==> config.mk <==
export PLATFORM = sky130hd
export DESIGN_NAME = mdag_ram
export DESIGN_NICKNAME = d
export VERILOG_FILES = /design/src/rtl/mdag_ram.sv
export SDC_FILE = /design/constraint.sdc
export NUM_CORES = 1
export LEC_CHECK = 0
export ABC_AREA = 1
export BUFFER_PORTS_ARGS = -buffer_cell sky130_fd_sc_hd__buf_2
export CORE_AREA = 3 3 254 256
export CTS_CLUSTER_SIZE = 40
export DETAILED_ROUTE_END_ITERATION = 8
export DIE_AREA = 0 0 257 259
export GPL_ROUTABILITY_DRIVEN = 0
export PLACE_DENSITY_LB_ADDON = 0.08
export SYNTH_ARGS = -nofsm -noshare
export SYNTH_HDL_FRONTEND = slang
export SYNTH_SLANG_ARGS = --single-unit
export TNS_END_PERCENT = 10
==> constraint.sdc <==
create_clock -name clk -period 3.3 [get_ports clk]
set_input_delay 0.66 -clock clk [delete_from_list [all_inputs] [get_ports clk]]
set_output_delay 0.66 -clock clk [all_outputs]
set_load 0.01 [all_outputs]
==> src/rtl/mdag_ram.sv <==
// generic single-write, single-read ram with registered read data
// no dependencies
`timescale 1ns / 1ps
`default_nettype none

module mdag_ram #(
    parameter int WIDTH = 32,
    parameter int DEPTH = 16
) (
    input  wire logic                                    clk,
    input  wire logic                                    wr_en,
    input  wire logic [(DEPTH > 1 ? $clog2(DEPTH) : 1)-1:0] wr_addr,
    input  wire logic [WIDTH-1:0]                        wr_data,
    input  wire logic                                    rd_en,
    input  wire logic [(DEPTH > 1 ? $clog2(DEPTH) : 1)-1:0] rd_addr,
    output logic      [WIDTH-1:0]                        rd_data
);

    logic [WIDTH-1:0] mem [DEPTH];

    always_ff @(posedge clk)
    begin
        if (wr_en)
        begin
            mem[wr_addr] <= wr_data;
        end
        if (rd_en)
        begin
            rd_data <= mem[rd_addr];
        end
    end

endmodule

`default_nettype wire

Word-level counts from Yosys, hierarchy flattened
Memories as Yosys holds them, arrays and structs flattened. A register that Yosys moved wholly into a read port is not among the register bits.
Cells that the tools add are included.
{"block": "totals", "rom_bits": 0, "inputBits": 43, "n_memories": 1, "ramBits": 512, "elab_cells": 3, "latchBits": 0, "ff_bits": 0, "output_inout_bits": 32}
{"name": "mem", "words": 16, "word_bits": 32, "rd": 1, "rd_ports_with_merged_regs": 1, "wr": 1, "line_no": "19", "rtl": "logic [WIDTH-1:0] mem [DEPTH];"}
{"block": "classes", "n_reduce_logical": 0, "order_cmp": 0, "multipliers": 0, "bitwise": 0, "div_mod_pow": 0, "eq_ne": 0, "mux": 2, "add_sub_neg": 0, "shift": 0}
{"op": "$mux W1", "n": 2}

Longest topological paths before layout
Gate-level depths: netlist (run 1).
{"block": "depth", "depth_word": 2, "depth_mapped": 10, "ltp_nobuf": 7}

Least setup slack after synthesis (run 1)
OpenSTA, ideal clock, no wires.
{"block": "synth_timing", "path_kind": "input to register", "from": "input port wr_addr[2] in the netlist's numbering", "to": "memory mem[10][0], enable pin", "stages": 2, "setup_time_ns": 0.421, "required_ns": 2.879, "path_buffers": 0, "arrival_time_ns": 2.232, "path_slack_ns": 0.647, "cell_sequence": "nand3b_1 > nor2_1"}
{"element": "start: declaration", "line_no": "12", "rtl": "input wire logic [(DEPTH > 1 ? $clog2(DEPTH) : 1)-1:0] wr_addr,"}
{"element": "end: declaration", "line_no": "19"}
Straight into the memory's write port.

Final worst setup path (run 1)
{"block": "layout_timing", "from": "register rd_data[11] (read register of mem)", "to": "output port rd_data[11]"}
{"element": "start: declaration", "line_no": "16", "rtl": "output logic [WIDTH-1:0] rd_data"}
No word-level cell between the ends.

==> results of run 1 <==
[power breakdown]
part	internal [mW]	switching (mW)	total, mW	leakage, nW
sequential	7.79	0.0445	7.83	4.94
combinational	0.258	0.672	0.930	5.16
clock	3.59	2.68	6.27	0.878
[cells in the mapped netlist]
| master | instances |
|---|---|
| edfxtp_1 | 544 |
| buf_4 | 6 |
| buf_12 | 1 |
| nand2_1 | 677 |
| clkbuf_1 | 14 |
| nand3b_1 | 2 |
| buf_1 | 14 |
| inv_4 | 1 |
| inv_2 | 1 |
| buf_6 | 29 |
| nand3_1 | 385 |
| nor2_1 | 17 |
| inv_1 | 388 |
| buf_2 | 41 |
[through the flow]
step                hold slack, ns  setup slack [ns]  power, mW  cells
global placement            0.7169            0.8780      8.918   2979
floorplan                   0.6829            0.6473      8.511   2120
finish                      0.4311             1.359      15.03   3087
CTS                         0.3847             1.333      15.24   3086
detailed placement          0.7216            0.8697      8.922   2979
global route                0.4144             1.322      15.61   3087
[logic make-up after synthesis]
group,Yosys count
buffers and inverters,495
flip-flops,544
AND/OR/NAND/NOR,1081
[registers in the layout (all words and copies together) (netlist names)]
register,flops
mem,512
rd_data,32
[final timing paths]
check | depth (start not counted) | to | slack [ns]
setup reg to reg | 6 | rd_data[29]$_DFFE_PP_ | 2.05
hold / removal | 1 | mem[13][15]$_DFFE_PP_ | 0.43
setup / recovery | 1 | rd_data[11] | 1.36
hold reg to reg | 6 | rd_data[23]$_DFFE_PP_ | 0.73
[final cells by class]
class | instances | area, um^2 | share of cell area
tap | 846 | 1059 | 0.04024
timing repair buffer | 118 | 964.7 | 0.03667
clock inverter | 31 | 221.5 | 0.008419
clock buffer | 76 | 1583 | 0.06017
antenna | 1 | 2.502 | 0.00009512
sequential | 544 | 16340 | 0.6210
multi-input combinational | 1081 | 4667 | 0.1774
inverter | 390 | 1474 | 0.05603
[worst reg2reg max path: cells and delay by family, from the launching register on]
family                 cells  cell delay, ns
buffers and inverters      1            0.06
AND/OR/NAND/NOR            5            0.56
flip-flops                 1            0.36
[cells in the final DEF, fill, tap and decap left out, types with 2 or more instances in the layout]
| master | count |
|---|---|
| buf_2 | 71 |
| buf_12 | 20 |
| clkinv_1 | 18 |
| buf_4 | 26 |
| edfxtp_1 | 544 |
| inv_1 | 386 |
| nand2_1 | 677 |
| clkbuf_16 | 61 |
| clkbuf_1 | 15 |
| clkinv_2 | 8 |
| nor2_4 | 16 |
| inv_2 | 2 |
| nand3b_1 | 2 |
| bufinv_16 | 3 |
| nand3_1 | 385 |
[routing by layer]
layer	vias to the layer above	part of all wire
li1	7017	-
met1	7135	0.49
met2	311	0.45
met3	64	0.047
met4	0	0.016
met5	-	0
==> summary.md, run 1 <==
| Metric | Value |
|---|---|
| Worst Path Arrival | `1.28 ns` |
| Pin count of the biggest net entering global routing | `145` |
| Hold Crit Class | `in -> reg` |
| PostCTS Resize Cnt | `0` |
| Critical-path cell list | `buf_2` |
| Pins Over Slew Limit | `0` |
| CP peak stage delay | `0.47 ns` |
| VDD IR max | `0.0003927 V` |
| Post-synthesis sequential area ratio | `0.7087` |
| Synthesized area | `23,050 um^2` |
| Fin nets | `2,238` |
| H-tree level count | `2` |
| Max-cap viol count | `0` |
| CP Class | `reg -> out` |
| Crit path max-delay family | `flip-flops` |
| Vias in the first global route | `14,161` |
| Compound-Gate Fraction of Synth Area | `0` |
| Placed Area | `24,500 um^2` |
| Worst-path clk slew | `0.06 ns` |
| Top cells by area, synth | `edfxtp_1, nand2_1, nand3_1` |
| Finished layout cell area | `26,310 um^2` |
| CTS tree | `yes` |
| Fmax | `515.3 MHz` |
| DR vias/cell | `4.706` |
| Die Area | `66,560 um^2` |
| Final setup fails | `0` |
| Post-synth cell types | `14` |
| Largest area contributor in the synthesized netlist | `edfxtp_1` |
| First-pass GRT wire length | `92,600 um` |
| Clock sink count | `544` |
| Via count | `14,527` |
| Clock Skew | `0.01147 ns` |
| ANT nets after route | `0` |
| GRT Total Usage | `0.1849` |
| Slew @ Worst Pin | `1.116 ns` |
| Syn avg cell area | `10.87 um^2` |
| Drt pass-1 iters | `5` |
| Overflow after GRT | `0` |
| Unrepaired setup endpoints after global routing | `no` |
| GRT met2 Usage | `0.2901` |
| Worst-skew pair later-pin latency | `0.61 ns` |
| Min-delay src | `wr_data[15]` |
| Leak | `10.98 nW` |
| Final design utilization | `0.4193` |
| Port buffer count | `74` |
| Chip Height | `259 um` |
| Core Area | `62,740 um^2` |
| Initial DRC Count | `1,099` |
| Critical path origin | `rd_data[11]$_DFFE_PP_` |
| CP max FO | `1` |
| Io pins | `75` |
| Final hold viol count | `0` |
| Remaining DRCs | `0` |
| Fill cells | `6,009` |
| Grt met3 use | `0.02966` |
| Pwr/cell area | `571.3 nW/um^2` |
| Initial antenna violation count | `1` |
| Syn-to-layout area delta | `14.12%` |
| Syn_nets | `2,163` |
| Main combinational cell family by area after synthesis | `simple AND/OR/NAND/NOR gates` |
| Status | `finished, final reports clean` |
| Most Used Layer, Global Route | `met2` |
| Worst Path Required | `2.64 ns` |
| Avg WL per Cell | `20.02 um` |
| Clock root cell | `clkbuf_16` |
| Tmin final | `1.941 ns` |
| Die Wd | `257 um` |
| # Post-CTS Setup Buffers | `0` |
| Post-synthesis cell count | `2,120` |
| Hold_buf cts | `0` |
| Num CTS Buffers | `60` |
| Critical path endpoint category | `primary output` |
| Setup TNS | `0 ns` |
| Met1 usage | `0.2712` |
| Crit-path slowest cell | `edfxtp_1` |
| Slew HR | `0.2562` |
| Ys Warns | `0` |
| Mux contribution to synthesized area | `0` |
| Adder-cell share of the synthesized area | `0` |
| Post-Synth Simple-Gate Area | `0.1973` |
| DP HPWL | `31,200 um` |
| Max clock buf depth | `3` |
| Bufs and invs on worst path | `1` |
| Final WL | `61,820 um` |
| Fin crit share | `0.5881` |
| Xor/xnor cell area share of the yosys netlist | `0` |
| R2R Path Start | `mem[15][29]$_DFFE_PP_` |
| Startpoint types | `flop` |
| Number of synthesized register bits | `544` |
| Placement Rows | `92` |
| Top-area cell type share of the netlist area | `0.7087` |
| Starting Density | `0.3674` |
| Layout cells sized above 1 | `0.09464` |
Note: power is estimated with default switching activity, not from simulation.
==> run 2, diff against run 1 <==
- ABC_AREA: 1 -> 0
- CORE_AREA: 3 3 254 256 -> 3 3 238 240
- DIE_AREA: 0 0 257 259 -> 0 0 241 243
- clock period: 3.3 -> 1.7 ns (I/O delays scaled with it)
==> run 2 against run 1 <==
Final cell count is 42% lower. Design area is 6.3% lower. Count of clock-buffer cells in the layout is 2 lower. Sequential share of layout area is 4.2 points higher. Combinational power is 70% higher. Clock skew hardly changed. Highest routed layer is now met5.
==> summary.md, run 2 <==
| Metric | Value |
|---|---|
| Overflow after GRT | `0 (unchanged)` |
| Slew HR | `0.5807 (+0.3244)` |
| Hold_buf cts | `0 (unchanged)` |
| DP HPWL | `27,780 um (-11%)` |
| Fin crit share | `0.9137` |
| Syn avg cell area | `24.07 um^2 (+120%)` |
| Avg WL per Cell | `27.17 um (+36%)` |
| Bufs and invs on worst path | `1 (unchanged)` |
| Most frequent cells in the layout | `edfxtp_1, mux4_2, buf_2` |
| Slew @ Worst Pin | `0.6275 ns (-0.4882 ns)` |
| Unrepaired setup endpoints after global routing | `no` |
| Num CTS Buffers | `58 (-3.3%)` |
| Post-synth cell types | `17 (+3)` |
| Leak | `7.982 nW (-27%)` |
| Crit path max-delay family | `flip-flops` |
| Pin count of the biggest net entering global routing | `33 (-77%)` |
| Io pins | `75 (unchanged)` |
| Max clock buf depth | `3 (unchanged)` |
| Most frequent cells after synthesis | `edfxtp_1, mux4_2, a22oi_1, nand2_1, clkbuf_1` |
| VDD IR max | `0.0007603 V (+94%)` |
| Critical path endpoint category | `primary output` |
| Critical-path cell list | `buf_2` |
| Chip Height | `243 um (-6.2%)` |
| GRT Total Usage | `0.1711 (-0.01379)` |
| Layout cells sized above 1 | `0.3748 (+0.2801)` |
| R2r worst-path depth | `3 (-3)` |
| Most common cell after layout, fill and taps aside | `edfxtp_1` |
| Largest area contributor in the synthesized netlist | `edfxtp_1` |
| Status | `finished, final reports clean` |
| Number of synthesized register bits | `544 (unchanged)` |
| Count leader, synth | `edfxtp_1` |
| Final setup fails | `0 (unchanged)` |
| Largest Register | `mem` |
| Critical path origin | `rd_data[18]$_DFFE_PP_` |
| Met3 routed WL | `2219 um (-23%)` |
| CTS tree | `yes` |
| Post-synthesis sequential area ratio | `0.8097 (+0.1010)` |
| Final non-filler cell total | `1,792 (-42%)` |
| Via count | `9,265 (-36%)` |
| Vias in the first global route | `9,952 (-30%)` |
| Worst Path Required | `1.36 ns (-1.28 ns)` |
| R2r setup slk | `0.22 ns (-1.83 ns)` |
| Post-synthesis cell count | `838 (-60%)` |
| Startpoint types | `flop` |
| Worst-path clk slew | `0.06 ns (about the same)` |
| DR vias/cell | `5.170 (+9.9%)` |
| Metal-1 WL | `22,590 um (-25%)` |
| Ys Warns | `0 (unchanged)` |
| Worst-skew pair later-pin latency | `0.60 ns (about the same)` |
| CP Depth | `1 (unchanged)` |
| Fin nets | `1,082 (-52%)` |
| Hold Crit Class | `in -> reg` |
| Pwr/cell area | `1159 nW/um^2 (+100%)` |
| R2R Path Start | `mem[11][29]$_DFFE_PP_` |
| Synth Flop Type | `edfxtp_1` |
| CP peak stage delay | `0.44 ns (-0.03 ns)` |
| Largest registers | `mem (512), rd_data (32)` |
| ANT nets after route | `0 (unchanged)` |
| Max-cap viol count | `0 (unchanged)` |
| Top cells by area, synth | `edfxtp_1, mux4_2, a22oi_1` |
| Port buffer count | `74 (unchanged)` |
| Fill cells | `4,661 (-22%)` |
| Syn_nets | `881 (-59%)` |
| Starting Density | `0.3676 (about the same)` |
| Initial antenna violation count | `3 (+2)` |
| Die Wd | `241 um (-6.2%)` |
| Syn-to-layout area delta | `22.13%` |
| # Post-CTS Setup Buffers | `0 (unchanged)` |
| Pins Over Slew Limit | `0 (unchanged)` |
| Tmin final | `1.553 ns` |
| Post-synth ARST share | `0 (unchanged)` |
| First-pass GRT wire length | `71,080 um (-23%)` |
| Remaining DRCs | `0 (unchanged)` |
| Clock Skew | `0.01118 ns (-0.0002841 ns)` |
| Top-area cell type share of the netlist area | `0.8097 (+0.1010)` |
| Synthesized area | `20,170 um^2 (-12%)` |
| Met2 wire length | `23,050 um (-17%)` |
| Fmax | `643.8 MHz` |
| Inst Count DP | `1,683 (-44%)` |
| CP Capture Point | `rd_data[18]` |
| Clock root cell | `clkbuf_16` |
| Post-synth EDFFs | `544 (unchanged)` |
| Top sig layer | `met5` |
| Worst Path Arrival | `1.21 ns (-0.07 ns)` |
| Crit-path slowest cell | `edfxtp_1` |
| CP Class | `reg -> out` |
| Placement Rows | `86 (-6.5%)` |
| Die Area | `58,560 um^2 (-12%)` |
| PostCTS Resize Cnt | `0 (unchanged)` |
| R2R Path End | `rd_data[29]$_DFFE_PP_` |
| Initial DRC Count | `670 (-39%)` |
| Clock sink count | `544 (unchanged)` |
| Final hold viol count | `0 (unchanged)` |
| CP max FO | `1 (unchanged)` |
| Drt pass-1 iters | `4 (-1)` |
| Setup TNS | `0 ns (unchanged)` |
| H-tree level count | `2 (unchanged)` |
| Flip-flop count of the largest register after layout | `512 (unchanged)` |
| Final WL | `48,690 um (-21%)` |
| Core Area | `54,880 um^2 (-13%)` |
-- run 2: cell types whose count changed after synthesis, moves of 27 or more --
cell,before,now
nand2_1,677,33
inv_1,388,0
nand3_1,385,1
mux4_2,0,128
a22oi_1,0,64
buf_2,41,4
buf_6,29,2
-- run 2: kinds of logic after synthesis --
| group | count (synthesis) | synth area share |
|---|---|---|
| buffers and inverters | 43 | 0.01104 |
| flip-flops | 544 | 0.8097 |
| AND/OR/NAND/NOR | 59 | 0.01253 |
| AO/OA/AOI/OAI | 64 | 0.02382 |
| multiplexers | 128 | 0.1429 |
-- run 2: layout make-up --
type	count	area (um^2)	area share
flip-flops and latches	544	16340	0.6630
clock buffers	74	1533	0.06221
repair buffers	184	1876	0.07612
multi-input cells	251	3777	0.1533
clock inverters	33	231.5	0.009395
diodes	2	5.005	0.0002031
well taps	704	880.8	0.03575
-- run 2: how the worst min path moves through the flow --
stage                startpoint                     to  slack (ns)  cells past startpoint
floorplan            wr_data[0]    mem[0][0]$_DFFE_PP_        0.44                      0
global placement    wr_data[21]  mem[10][21]$_DFFE_PP_        0.73                      1
detailed placement  wr_data[23]   mem[7][23]$_DFFE_PP_        0.73                      1
CTS                 wr_data[31]  mem[13][31]$_DFFE_PP_        0.08                      1
global route        wr_data[11]  mem[15][11]$_DFFE_PP_         0.1                      1
finish              wr_data[11]  mem[14][11]$_DFFE_PP_        0.12                      1
-- run 2: layer usage --
| layer | up-vias | GRT usage |
|---|---|---|
| li1 | 4020 | - |
| met1 | 4992 | 0.2525 |
| met2 | 194 | 0.2652 |
| met3 | 57 | 0.03000 |
| met4 | 2 | 0.04394 |
| met5 | - | 0 |
-- run 2: where the power goes --
group          total (mW)  switching, mW  internal, mW
clock network        11.8           5.00          6.78
logic                1.58          0.863         0.717
registers            15.2         0.0805          15.1
total                28.5           5.94          22.6
-- run 2: stage by stage --
| step | instance area (um^2) | total power, mW | hold slack [ns] | util | setup slack [ns] |
|---|---|---|---|---|---|
| 3_3_place_gp | 22870 | 17.10 | 0.7258 | 0.4167 | -0.2620 |
| 2_1_floorplan | 20270 | 16.22 | 0.4389 | - | -0.3492 |
| 6_report | 24640 | 28.55 | 0.1159 | 0.4490 | 0.1467 |
| 4_1_cts | 24630 | 28.92 | 0.08119 | 0.4489 | 0.09020 |
| 3_5_place_dp | 22870 | 17.11 | 0.7304 | 0.4167 | -0.2868 |
| 5_1_grt | 24630 | 29.59 | 0.09615 | 0.4489 | 0.05981 |
==> run 3, diff against run 2 <==
- ABC_AREA: 0 -> 1
- CORE_AREA: 3 3 238 240 -> 3 3 254 256
- DIE_AREA: 0 0 241 243 -> 0 0 257 259
- SKIP_LAST_GASP: unset -> 1
==> run 3 against run 2 <==
Total power grew 1.4%. Design area increased by 10%. Worst setup slack got worse by 0.049 ns. Combinational power rose by 24%. Non-clock buffer count is 12 lower. Critical endpoint is now rd_data[1]. Largest power group unchanged.
==> summary.md, run 3 (same netlist as run 1, synthesis figures left out) <==
| Metric | Value |
|---|---|
| Avg WL per Cell | `19.55 um (-28%)` |
| R2r setup slk | `0.58 ns (+0.36 ns)` |
| Max clock buf depth | `3 (unchanged)` |
| Hold_buf cts | `0 (unchanged)` |
| ANT nets after route | `0 (unchanged)` |
| Worst-path clk slew | `0.06 ns (about the same)` |
| Die Wd | `257 um (+6.6%)` |
| Fin crit share | `0.9425 (+0.02885)` |
| Bufs and invs on worst path | `1 (unchanged)` |
| VDD IR max | `0.0007586 V (-0.22%)` |
| R2r worst-path depth | `6 (+3)` |
| CP Class | `reg -> out` |
| Final non-filler cell total | `3,142 (+75%)` |
| Starting Density | `0.3674 (about the same)` |
| Layout cells sized above 1 | `0.1163 (-0.2585)` |
| R2R Path End | `rd_data[28]$_DFFE_PP_` |
| Clock sink count | `544 (unchanged)` |
| Status | `finished, final reports clean` |
| # Post-CTS Setup Buffers | `0 (unchanged)` |
| R2R Path Start | `mem[14][28]$_DFFE_PP_` |
| Crit-path slowest cell | `edfxtp_1` |
| Final WL | `61,440 um (+26%)` |
| Largest registers | `mem (512), rd_data (32)` |
| Die Area | `66,560 um^2 (+14%)` |
| Clock root cell | `clkbuf_16` |
| Flip-flop count of the largest register after layout | `512 (unchanged)` |
| CP Depth | `1 (unchanged)` |
| Leak | `11.38 nW (+43%)` |
| Final design utilization | `0.4327 (-0.01623)` |
| Fill cells | `5,902 (+27%)` |
| Pins Over Slew Limit | `0 (unchanged)` |
| CP max FO | `1 (unchanged)` |
| Fmax | `624.1 MHz (-3.1%)` |
| Placement Rows | `92 (+7.0%)` |
| Most frequent cells in the layout | `nand2_1, edfxtp_1, inv_1` |
| Remaining DRCs | `0 (unchanged)` |
| DP HPWL | `35,310 um (+27%)` |
| PostCTS Resize Cnt | `0 (unchanged)` |
| CTS tree | `yes` |
| H-tree level count | `2 (unchanged)` |
| Worst Path Arrival | `1.26 ns (+0.05 ns)` |
| Slew @ Worst Pin | `0.4628 ns (-0.1647 ns)` |
| CP Capture Point | `rd_data[1]` |
| Chip Height | `259 um (+6.6%)` |
| First-pass GRT wire length | `92,090 um (+30%)` |
| Worst-skew pair later-pin latency | `0.62 ns (+0.02 ns)` |
| Drt pass-1 iters | `5 (+1)` |
| Unrepaired setup endpoints after global routing | `no` |
| Port buffer count | `74 (unchanged)` |
| Critical-path cell list | `buf_2` |
| Initial antenna violation count | `1 (-2)` |
| Via count | `14,729 (+59%)` |
| Most common cell after layout, fill and taps aside | `nand2_1` |
| Syn-to-layout area delta | `17.78%` |
| Critical path endpoint category | `primary output` |
| Inst Count DP | `3,033 (+80%)` |
| Fin nets | `2,291 (+110%)` |
| Clock Skew | `0.01015 ns (-0.001031 ns)` |
| CP peak stage delay | `0.46 ns (+0.02 ns)` |
| Diode count | `0 (-2)` |
| Critical path origin | `rd_data[1]$_DFFE_PP_` |
| Max-cap viol count | `0 (unchanged)` |
| Pwr/cell area | `1066 nW/um^2 (-8.0%)` |
| Tmin final | `1.602 ns (+0.04904 ns)` |
| Slew HR | `0.6907 (+0.1100)` |
| Worst hold margin | `0.1086 ns (-0.007255 ns)` |
| Hold Crit Class | `in -> reg` |
| Vias in the first global route | `14,325 (+44%)` |
| Num CTS Buffers | `59 (+1.7%)` |
| Core Area | `62,740 um^2 (+14%)` |
| Initial DRC Count | `918 (+37%)` |
| Final setup fails | `0 (unchanged)` |
| Largest Register | `mem` |
| Overflow after GRT | `0 (unchanged)` |
| Io pins | `75 (unchanged)` |
| DR vias/cell | `4.688 (-9.3%)` |
| GRT Total Usage | `0.1849 (+0.01372)` |
| Startpoint types | `flop` |
| Setup TNS | `0 ns (unchanged)` |
| Pin count of the biggest net entering global routing | `78 (+140%)` |
| Worst Path Required | `1.36 ns (about the same)` |
| Final hold viol count | `0 (unchanged)` |
| Crit path max-delay family | `flip-flops` |
==> run 3: how the worst min path moves through the flow <==
stage / startpoint / to / depth (start not counted)
final: wr_data[11] / mem[7][11]$_DFFE_PP_ / 1
after global routing: wr_data[19] / mem[4][19]$_DFFE_PP_ / 1
after detailed placement: mem[10][16]$_DFFE_PP_ / rd_data[16]$_DFFE_PP_ / 6
after CTS: wr_data[19] / mem[2][19]$_DFFE_PP_ / 1
after global placement: mem[6][30]$_DFFE_PP_ / rd_data[30]$_DFFE_PP_ / 6
after floorplan: wr_data[0] / mem[0][0]$_DFFE_PP_ / 0
==> run 3: through the flow <==
stage	setup WS [ns]	instance area, um^2	power, mW
after global routing	0.04822	27150	30.03
after detailed placement	0.003485	25390	17.49
after CTS	0.03167	27150	29.32
after floorplan	-0.1731	23090	16.53
after global placement	0.00002043	25390	17.49
final	0.09769	27150	28.94
==> run 3: layout make-up <==
type,count,area (um^2),area share
repair buffers,172,1858,0.06844
flip-flops and latches,544,16340,0.6017
inverters,390,1474,0.05429
well taps,846,1059,0.03899
clock buffers,73,1572,0.05789
multi-input cells,1081,4667,0.1719
clock inverters,36,183.9,0.006775
==> run 3: power by group <==
| group | total (mW) | leakage (nW) | switching [mW] | internal [mW] |
|---|---|---|---|---|
| registers | 15.2 | 4.94 | 0.0873 | 15.1 |
| clock network | 11.8 | 0.862 | 5.14 | 6.64 |
| logic | 1.96 | 5.58 | 1.32 | 0.647 |
==> run 3: layer usage <==
layer  up-vias  part of all wire  GRT usage
li1       7143                 -          -
met1      7188              0.46     0.2537
met4         2             0.023    0.05228
met3        95             0.040    0.02488
met5         -           0.00011          0
met2       301              0.48     0.3088
